## config.mk

```make
export PLATFORM = sky130hd
export DESIGN_NAME = decimal_long_division_unit
export DESIGN_NICKNAME = d
export VERILOG_FILES = /design/src/design/dld_pkg.sv /design/src/design/dld_div_unit.sv /design/src/design/decimal_long_division_unit.sv
export SDC_FILE = /design/constraint.sdc
export NUM_CORES = 1
export LEC_CHECK = 0
export BUFFER_PORTS_ARGS = -buffer_cell sky130_fd_sc_hd__buf_2
export CAP_MARGIN = 30
export CORE_ASPECT_RATIO = 0.9
export CORE_MARGIN = 10
export CORE_UTILIZATION = 37
export DETAILED_ROUTE_END_ITERATION = 10
export PLACE_DENSITY_LB_ADDON = 0.08
export SLEW_MARGIN = 25
export SYNTH_ARGS = -nofsm -noshare
export SYNTH_HDL_FRONTEND = slang
export SYNTH_SLANG_ARGS = --single-unit
export TNS_END_PERCENT = 10
```

## constraint.sdc

```tcl
create_clock -name aclk -period 9.1 [get_ports aclk]
set_input_delay 0.91 -clock aclk [delete_from_list [all_inputs] [get_ports aclk]]
set_output_delay 0.91 -clock aclk [all_outputs]
set_load 0.01 [all_outputs]
```

## src/design/dld_pkg.sv

```systemverilog
// Shared types and constants for the decimal long division unit.
// Used by dld_div_unit and decimal_long_division_unit; depends on nothing.
package dld_pkg;

    localparam int unsigned CFG_INDEX_W = 2;
    localparam int unsigned MAX_FRAC_W  = 6;

    localparam logic [CFG_INDEX_W-1:0] CFG_DIVISOR  = 2'd0;
    localparam logic [CFG_INDEX_W-1:0] CFG_MAX_FRAC = 2'd1;

    localparam logic [3:0] DIGIT_MAX = 4'd9;

    localparam logic [MAX_FRAC_W-1:0] MAX_FRAC_RESET = 6'd63;

    typedef struct packed {
        logic start;
        logic wide;
    } dld_div_ctrl_t;

    typedef struct packed {
        logic       busy;
        logic       done;
        logic [3:0] quotient;
    } dld_div_stat_t;

endpackage

```

## src/design/dld_div_unit.sv

```systemverilog
// Iterative restoring divider that produces one saturated decimal quotient digit.
// Depends on dld_pkg for its control and status structs.
module dld_div_unit
    import dld_pkg::*;
#(
    parameter int DIVISOR_BITS = 32
) (
    input  logic                    aclk,
    input  logic                    aresetn,
    input  dld_div_ctrl_t           ctrl,
    input  logic [DIVISOR_BITS+3:0] dividend,
    input  logic [DIVISOR_BITS-1:0] divisor,
    output dld_div_stat_t           stat,
    output logic [DIVISOR_BITS-1:0] remainder
);

    localparam int RW = DIVISOR_BITS + 4;
    localparam int KW = $clog2(RW);

    logic              busy_reg, busy_next;
    logic              done_reg, done_next;
    logic [RW-1:0]     r_reg, r_next;
    logic [DIVISOR_BITS-1:0] p_reg, p_next;
    logic [KW-1:0]     k_reg, k_next;
    logic [3:0]        q_reg, q_next;
    logic              sat_reg, sat_next;

    logic [DIVISOR_BITS:0] p_shift;
    logic [DIVISOR_BITS:0] p_sub;
    logic                  fits;

    assign p_shift = {p_reg, r_reg[k_reg]};
    assign fits    = p_shift >= {1'b0, divisor};
    assign p_sub   = p_shift - {1'b0, divisor};

    always_comb begin
        busy_next = busy_reg;
        done_next = done_reg;
        r_next    = r_reg;
        p_next    = p_reg;
        k_next    = k_reg;
        q_next    = q_reg;
        sat_next  = sat_reg;
        if (ctrl.start) begin
            busy_next = 1'b1;
            done_next = 1'b0;
            r_next    = dividend;
            q_next    = '0;
            sat_next  = 1'b0;
            if (ctrl.wide) begin
                p_next = '0;
                k_next = KW'(RW - 1);
            end else begin
                p_next = dividend[RW-1:4];
                k_next = KW'(3);
            end
        end else if (busy_reg) begin
            p_next   = fits ? p_sub[DIVISOR_BITS-1:0] : p_shift[DIVISOR_BITS-1:0];
            q_next   = {q_reg[2:0], fits};
            sat_next = sat_reg | q_reg[3];
            k_next   = k_reg - KW'(1);
            if (k_reg == '0) begin
                busy_next = 1'b0;
                done_next = 1'b1;
            end
        end
    end

    always_ff @(posedge aclk) begin
        if (!aresetn) begin
            busy_reg <= 1'b0;
            done_reg <= 1'b0;
        end else begin
            busy_reg <= busy_next;
            done_reg <= done_next;
        end
        r_reg   <= r_next;
        p_reg   <= p_next;
        k_reg   <= k_next;
        q_reg   <= q_next;
        sat_reg <= sat_next;
    end

    assign stat.busy     = busy_reg;
    assign stat.done     = done_reg;
    assign stat.quotient = (sat_reg || q_reg > DIGIT_MAX) ? DIGIT_MAX : q_reg;
    assign remainder     = p_reg;

endmodule

```

## src/design/decimal_long_division_unit.sv

```systemverilog
// Top level of the decimal long division unit: sequencer, registers and output stage.
// Depends on dld_pkg and instantiates dld_div_unit.
//
// Usage: dividend digits enter on the s_ channel, most significant first, with
// s_last_digit on the final integer digit. Each integer digit gives one beat on
// the m_ channel. After the final integer digit, fraction digits follow until the
// remainder is zero or the fraction limit is reached; the final beat has m_last
// set and carries the remainder. A zero divisor gives one error beat per digit.
// The cfg_ channel writes the divisor (index 0) and fraction limit (index 1);
// write only while the block is idle. cfg_ready is always high.
// With the stored remainder below the divisor, an accepted digit takes four restoring
// steps of the shared divider, then moves into the output register, raising m_valid.
// s_ready returns with that beat, so the block takes no new digit before the last one
// is out. If the divisor was lowered in mid-number, that digit runs the divider over
// the full dividend width. Each fraction digit runs the same steps before its beat.
// s_ready is high only between digits.
// Reset restores divisor 1, fraction limit 63 and clears the remainder. When the
// receiver stalls, the result waits in the output register and the sequencer
// holds the next digit in the divider until the register frees.
module decimal_long_division_unit
    import dld_pkg::*;
#(
    parameter int DIVISOR_BITS       = 32,
    parameter int MAX_FRACTION_LIMIT = 63
) (
    input  logic                   aclk,
    input  logic                   aresetn,
    input  logic                   s_valid,
    output logic                   s_ready,
    input  logic [3:0]             s_digit,
    input  logic                   s_last_digit,
    output logic                   m_valid,
    input  logic                   m_ready,
    output logic [3:0]             m_quotient_digit,
    output logic                   m_is_fraction,
    output logic                   m_last,
    output logic [31:0]            m_final_remainder,
    output logic                   m_divide_error,
    input  logic                   cfg_valid,
    output logic                   cfg_ready,
    input  logic [CFG_INDEX_W-1:0] cfg_index,
    input  logic [31:0]            cfg_data
);

    localparam int RW = DIVISOR_BITS + 4;
    localparam logic [MAX_FRAC_W-1:0] LIMIT_CAP = MAX_FRAC_W'(MAX_FRACTION_LIMIT);

    localparam logic ST_IDLE = 1'b0;
    localparam logic ST_WAIT = 1'b1;

    logic                    state_reg, state_next;
    logic [DIVISOR_BITS-1:0] divisor_reg;
    logic [MAX_FRAC_W-1:0]   max_frac_reg;
    logic [DIVISOR_BITS-1:0] rem_reg, rem_next;
    logic [MAX_FRAC_W-1:0]   fc_reg, fc_next;
    logic                    err_reg, err_next;
    logic                    last_item_reg, last_item_next;
    logic                    frac_reg, frac_next;

    logic                    m_valid_reg;
    logic [3:0]              m_quotient_reg;
    logic                    m_is_fraction_reg;
    logic                    m_last_reg;
    logic [31:0]             m_remainder_reg;
    logic                    m_error_reg;

    dld_div_ctrl_t           div_ctrl;
    dld_div_stat_t           div_stat;
    logic [RW-1:0]           div_dividend;
    logic [DIVISOR_BITS-1:0] div_rem;

    logic                    accept;
    logic                    div_zero;
    logic [3:0]              digit_clamped;
    logic [RW-1:0]           r_accept;
    logic [RW-1:0]           r_cont;
    logic                    emit;
    logic                    cont;
    logic                    clear;
    logic [MAX_FRAC_W-1:0]   limit;
    logic [MAX_FRAC_W-1:0]   fc_inc;
    logic                    frac_done;
    logic [3:0]              e_quotient;
    logic                    e_frac;
    logic                    e_last;
    logic [DIVISOR_BITS-1:0] e_remainder;

    assign s_ready   = (state_reg == ST_IDLE);
    assign cfg_ready = 1'b1;
    assign accept    = s_valid && s_ready;
    assign div_zero  = (divisor_reg == '0);

    assign digit_clamped = (s_digit > DIGIT_MAX) ? DIGIT_MAX : s_digit;
    assign r_accept = RW'({rem_reg, 3'b000}) + RW'({rem_reg, 1'b0}) + RW'(digit_clamped);
    assign r_cont   = RW'({div_rem, 3'b000}) + RW'({div_rem, 1'b0});

    assign limit     = (max_frac_reg > LIMIT_CAP) ? LIMIT_CAP : max_frac_reg;
    assign fc_inc    = fc_reg + MAX_FRAC_W'(1);
    assign frac_done = (div_rem == '0) || (fc_inc >= limit);

    assign emit = (state_reg == ST_WAIT) && (err_reg || div_stat.done)
                  && (!m_valid_reg || m_ready);

    always_comb begin
        e_quotient  = div_stat.quotient;
        e_frac      = 1'b0;
        e_last      = 1'b0;
        e_remainder = '0;
        clear       = 1'b0;
        cont        = 1'b0;
        fc_next     = fc_reg;
        if (err_reg) begin
            e_quotient = '0;
            e_last     = last_item_reg;
            clear      = last_item_reg;
        end else if (!last_item_reg) begin
            e_last = 1'b0;
        end else if (!frac_reg) begin
            fc_next = '0;
            if (div_rem == '0 || limit == '0) begin
                e_last      = 1'b1;
                e_remainder = div_rem;
                clear       = 1'b1;
            end else begin
                cont = 1'b1;
            end
        end else begin
            e_frac = 1'b1;
            if (frac_done) begin
                e_last      = 1'b1;
                e_remainder = div_rem;
                clear       = 1'b1;
            end else begin
                cont    = 1'b1;
                fc_next = fc_inc;
            end
        end
        if (clear) begin
            fc_next = '0;
        end
    end

    always_comb begin
        state_next     = state_reg;
        rem_next       = rem_reg;
        err_next       = err_reg;
        last_item_next = last_item_reg;
        frac_next      = frac_reg;
        unique case (state_reg)
            ST_IDLE: begin
                if (accept) begin
                    state_next     = ST_WAIT;
                    err_next       = div_zero;
                    last_item_next = s_last_digit;
                    frac_next      = 1'b0;
                end
            end
            ST_WAIT: begin
                if (emit) begin
                    if (clear) begin
                        rem_next = '0;
                    end else if (!err_reg) begin
                        rem_next = div_rem;
                    end
                    if (cont) begin
                        frac_next = 1'b1;
                    end else begin
                        state_next = ST_IDLE;
                    end
                end
            end
            default: begin
                state_next = ST_IDLE;
            end
        endcase
    end

    assign div_ctrl.start = (accept && !div_zero) || (emit && cont);
    assign div_ctrl.wide  = accept && !(rem_reg < divisor_reg);
    assign div_dividend   = accept ? r_accept : r_cont;

    dld_div_unit #(
        .DIVISOR_BITS(DIVISOR_BITS)
    ) u_div (
        .aclk      (aclk),
        .aresetn   (aresetn),
        .ctrl      (div_ctrl),
        .dividend  (div_dividend),
        .divisor   (divisor_reg),
        .stat      (div_stat),
        .remainder (div_rem)
    );

    always_ff @(posedge aclk) begin
        if (!aresetn) begin
            state_reg     <= ST_IDLE;
            divisor_reg   <= DIVISOR_BITS'(1);
            max_frac_reg  <= MAX_FRAC_RESET;
            rem_reg       <= '0;
            fc_reg        <= '0;
            err_reg       <= 1'b0;
            last_item_reg <= 1'b0;
            frac_reg      <= 1'b0;
            m_valid_reg   <= 1'b0;
        end else begin
            state_reg     <= state_next;
            rem_reg       <= rem_next;
            err_reg       <= err_next;
            last_item_reg <= last_item_next;
            frac_reg      <= frac_next;
            if (emit) begin
                fc_reg <= fc_next;
            end
            if (cfg_valid && cfg_ready) begin
                if (cfg_index == CFG_DIVISOR) begin
                    divisor_reg <= cfg_data[DIVISOR_BITS-1:0];
                end else if (cfg_index == CFG_MAX_FRAC) begin
                    max_frac_reg <= cfg_data[MAX_FRAC_W-1:0];
                end
            end
            if (emit) begin
                m_valid_reg <= 1'b1;
            end else if (m_ready) begin
                m_valid_reg <= 1'b0;
            end
        end
        if (emit) begin
            m_quotient_reg    <= e_quotient;
            m_is_fraction_reg <= e_frac;
            m_last_reg        <= e_last;
            m_remainder_reg   <= 32'(e_remainder);
            m_error_reg       <= err_reg;
        end
    end

    assign m_valid           = m_valid_reg;
    assign m_quotient_digit  = m_quotient_reg;
    assign m_is_fraction     = m_is_fraction_reg;
    assign m_last            = m_last_reg;
    assign m_final_remainder = m_remainder_reg;
    assign m_divide_error    = m_error_reg;

    // A quotient digit is always a decimal digit.
    assert property (@(posedge aclk) disable iff (!aresetn)
        m_valid |-> m_quotient_digit <= DIGIT_MAX)
        else $error("quotient digit above nine");

    // Error beats never carry a fraction digit or a remainder.
    assert property (@(posedge aclk) disable iff (!aresetn)
        m_valid && m_divide_error |-> !m_is_fraction && m_final_remainder == '0)
        else $error("error beat carries data");

    // Only the final beat of a division carries a remainder.
    assert property (@(posedge aclk) disable iff (!aresetn)
        m_valid && !m_last |-> m_final_remainder == '0)
        else $error("remainder on a beat that is not final");

    // The divider never runs while the block takes a new digit.
    assert property (@(posedge aclk) disable iff (!aresetn)
        s_ready |-> !div_stat.busy)
        else $error("divider busy while idle");

endmodule
```

==> impl_results.md <==
* Vias at 12.8k
* CP peak stage delay at 0.76 ns
* Slew @ Worst Pin at 0.870 ns
* RSZ-0062 raised after global routing: no
* Drt total wl at 48,400 µm
* Total iterations of the first detailed-routing run at 5
* GP Congestion at 0.902
* Vias per inst at about 5.6
* Fin crit period at 4.95 ns
* First DRT Iteration DRCs at roughly 1.1k
* Slowest cell on the critical path: edfxtp_1
* Worst slack, placed at ~4.2 ns
* YS warnings at 0
* Post-CTS setup buffer count at 0
* Final nets at 1,934
* Routed Antenna Nets at 0
* Unique masters post-synth at 79
* Register area at 5150 µm²
* CTS tree: yes
* Startpoint types: flip-flop
* Maximum vdd drop at 0.140 mV
* F_max at between 200 and 250 MHz
* Final setup viols at 0
* Mux share of post-synthesis cell area at 4.40%
* Largest net degree at the start of global routing at 84
* Inserted Diodes at 0
* Largest register FFs at 36
* Fin Hold WS at slightly below 0.5 ns
* CP dominant cell by count: mux4_2
* Chip width at 233 µm
* Most frequent standard cell in the layout excluding fill and tap cells: nand2_1
* Delay-heaviest family, CP: compound AO/OA/AOI/OAI gates
* Number of placement rows at 70
* Outcome: finished clean
* Largest family of logic cells by synthesized area: compound AO/OA/AOI/OAI gates
* Crit-path cells: mux4_2, mux4_2, nand2_1, a21oi_1, a31oi_1, ha_1, nor2b_1, o21bai_1, a21bo_2, nand2_2, o21ai_4, o211ai_2, a311oi_4, buf_4, mux2_2, o221ai_1
* Yosys top cell area share at about 22%
* Pwr/cell area at 336 nW/µm²
* Post-synthesis cell count at 1,669
* Total negative slack at 0 ns
* Overall die height at 212 µm
* Hold Buf Count CTS at 0
* Clk_skew at 0.0177 ns
* Critical path peak fanout at 35
* Resize count post-CTS at 0
* Max cap viols at 0
* Relative slew slack at 41.6%
* Num ports at 86
* Crit path required time at 9.49 ns
* Vias in the first global route at 12.4k
* Synth Area in Compound Gates at 22.0%
* Share of layout cells above drive strength 1 at 11.0%
* Ys flop type: edfxtp_1
* Hold crit path type: reg -> reg
* Fin. max-slew vios at 0
* Final Cycle Share at approximately 54%
* Sequential area share after synthesis at between 30% and 40%
* Arr. time, crit path at 5.35 ns
* Xor and xnor area share after synthesis at under 10%
* P_leak at 7.13 nW
* Initial antenna violation count at 0
* Type of destination of the critical path: flip-flop
* Avg Inst Size Synth at 9.04 µm²
* Clock Sinks at 201
* Hold Vio Cnt, Final at 0
* Post-Synth Adder-Cell Area at between 10% and 20%
* Global-route wire length before repair at 73,700 µm
* Post-Synthesis Cell Area at 15,100 µm²
* Most frequent cells in the layout: nand2_1, ha_1, a21oi_1, edfxtp_1, dfxtp_1
* Core area at 40,500 µm²
* Fillers at 4,127
* Initial Util at between 30% and 40%
* Clock Pin Slew Worst Setup and Hold Paths at 0.06 ns
* Total track usage at 19.2%
* GR Overflow Total at 0
* Multi-input gate area at 9390 µm²
* Die area at a little under 50,000 µm²
* WL per Instance at ~21 µm
* Port buffer count at 84
* Worst path bufs/invs at 1
* Leading cell types by total area after synthesis: edfxtp_1, ha_1, dfxtp_1
* Cell taking the most area after synthesis: edfxtp_1
* Clock latency on the worst-skew pair at 0.57 ns
* Simple-gate share of the synthesized area at 16.3%
* Longest Clk Path Bufs at 3
* Async SR Flop Fraction at 0%
* DRC viols at 0
* CTS H-tree depth at 1
* Critical path class: reg -> reg
* EDFF count, synth at 113
* #FFs+latches synth at 201
* Post-synthesis net count at 1,882
* Root buf cell: clkbuf_16
* Area grow syn2layout at 12.1%
* Post-route setup slack at between 4 and 5 ns
* CTS Buf Count at 25
* Dpl hpwl at roughly 37,000 µm
## metal layers
metal,vias up,GRT usage (%),share of wire [%]
met3,46,2.88,5.6
met5,-,0,0
met2,320,28.8,43
li1,6286,-,-
met1,6195,28.6,50
met4,0,3.42,1.6
## where the power goes
part           switching, mW  internal [mW]  leakage, nW
logic                   1.82           1.25         4.85
registers              0.321           1.24         1.86
clock network          0.430          0.625        0.417
total                   2.57           3.12         7.13
## layout make-up
type                       instances  area share (%)
clock inverter                    16            1.05
clock buffer                      30            4.06
multi-input combinational       1323            55.5
timing repair buffer             100            3.32
tap                              540            4.00
sequential                       201            30.5
inverter                          70            1.55
## logic make-up after synthesis
group / after synthesis
DFF: 201
and+or+nand+nor: 522
other: 1
buffers and inverters: 145
muxes: 52
AOI/OAI and AO/OA: 492
xor gates and xnor gates: 87
adders and majority gates: 169
## cell usage after synthesis, drive strengths merged (3+ instances only)
master,n
mux2,4
dfxtp,88
o21a,13
or3,9
nand3,56
mux4,11
and2,8
nor3,13
o2bb2ai,23
nor2,80
o22ai,4
nand4,26
o2111ai,4
nor4,22
a31oi,17
a2111oi,4
a221o,3
fa,4
nand2,220
inv,70
a31o,3
nand3b,4
a21oi,141
ha,165
o21bai,15
a211oi,10
o211ai,14
and3,41
xor2,34
a22oi,5
edfxtp,113
o221ai,7
a211o,5
xnor2,53
o21ai,74
buf,18
o31ai,8
nand2b,10
a311oi,3
clkbuf,57
a21o,50
mux2i,37
or2,7
a21boi,69
nor2b,18
## worst register-to-register path: stages (launching register included)
cell,delay [ns]
edfxtp_1,0.76
mux4_2,0.59
mux4_2,0.46
nand2_1,0.08
a21oi_1,0.06
a31oi_1,0.30
ha_1,0.26
nor2b_1,0.07
o21bai_1,0.16
a21bo_2,0.17
nand2_2,0.09
o21ai_4,0.23
o211ai_2,0.14
a311oi_4,0.30
buf_4,0.55
mux2_2,0.41
o221ai_1,0.16
## stage by stage
stage,cell area [µm²],total power [mW],cells,util [%]
after floorplan,15100,3.72,1669,-
after global placement,16000,4.57,2233,39.6
after detailed placement,16000,4.58,2233,39.6
after CTS,16900,5.66,2279,41.7
after global routing,16900,6.06,2280,41.8
final,16900,5.69,2280,41.8
## worst paths after layout
kind	startpoint	endpoint	slack, ns	cells after the start
setup / recovery	u_div.k_reg[0]$_SDFFCE_PN1P_	u_div.remainder[27]$_DFFE_PP_	4.15	16
hold / removal	divisor_reg[22]$_SDFFE_PN0P_	divisor_reg[22]$_SDFFE_PN0P_	0.48	2
setup reg to reg	u_div.k_reg[0]$_SDFFCE_PN1P_	u_div.remainder[27]$_DFFE_PP_	4.15	16
hold reg to reg	divisor_reg[22]$_SDFFE_PN0P_	divisor_reg[22]$_SDFFE_PN0P_	0.48	2
(Power assumes the default switching activity.)
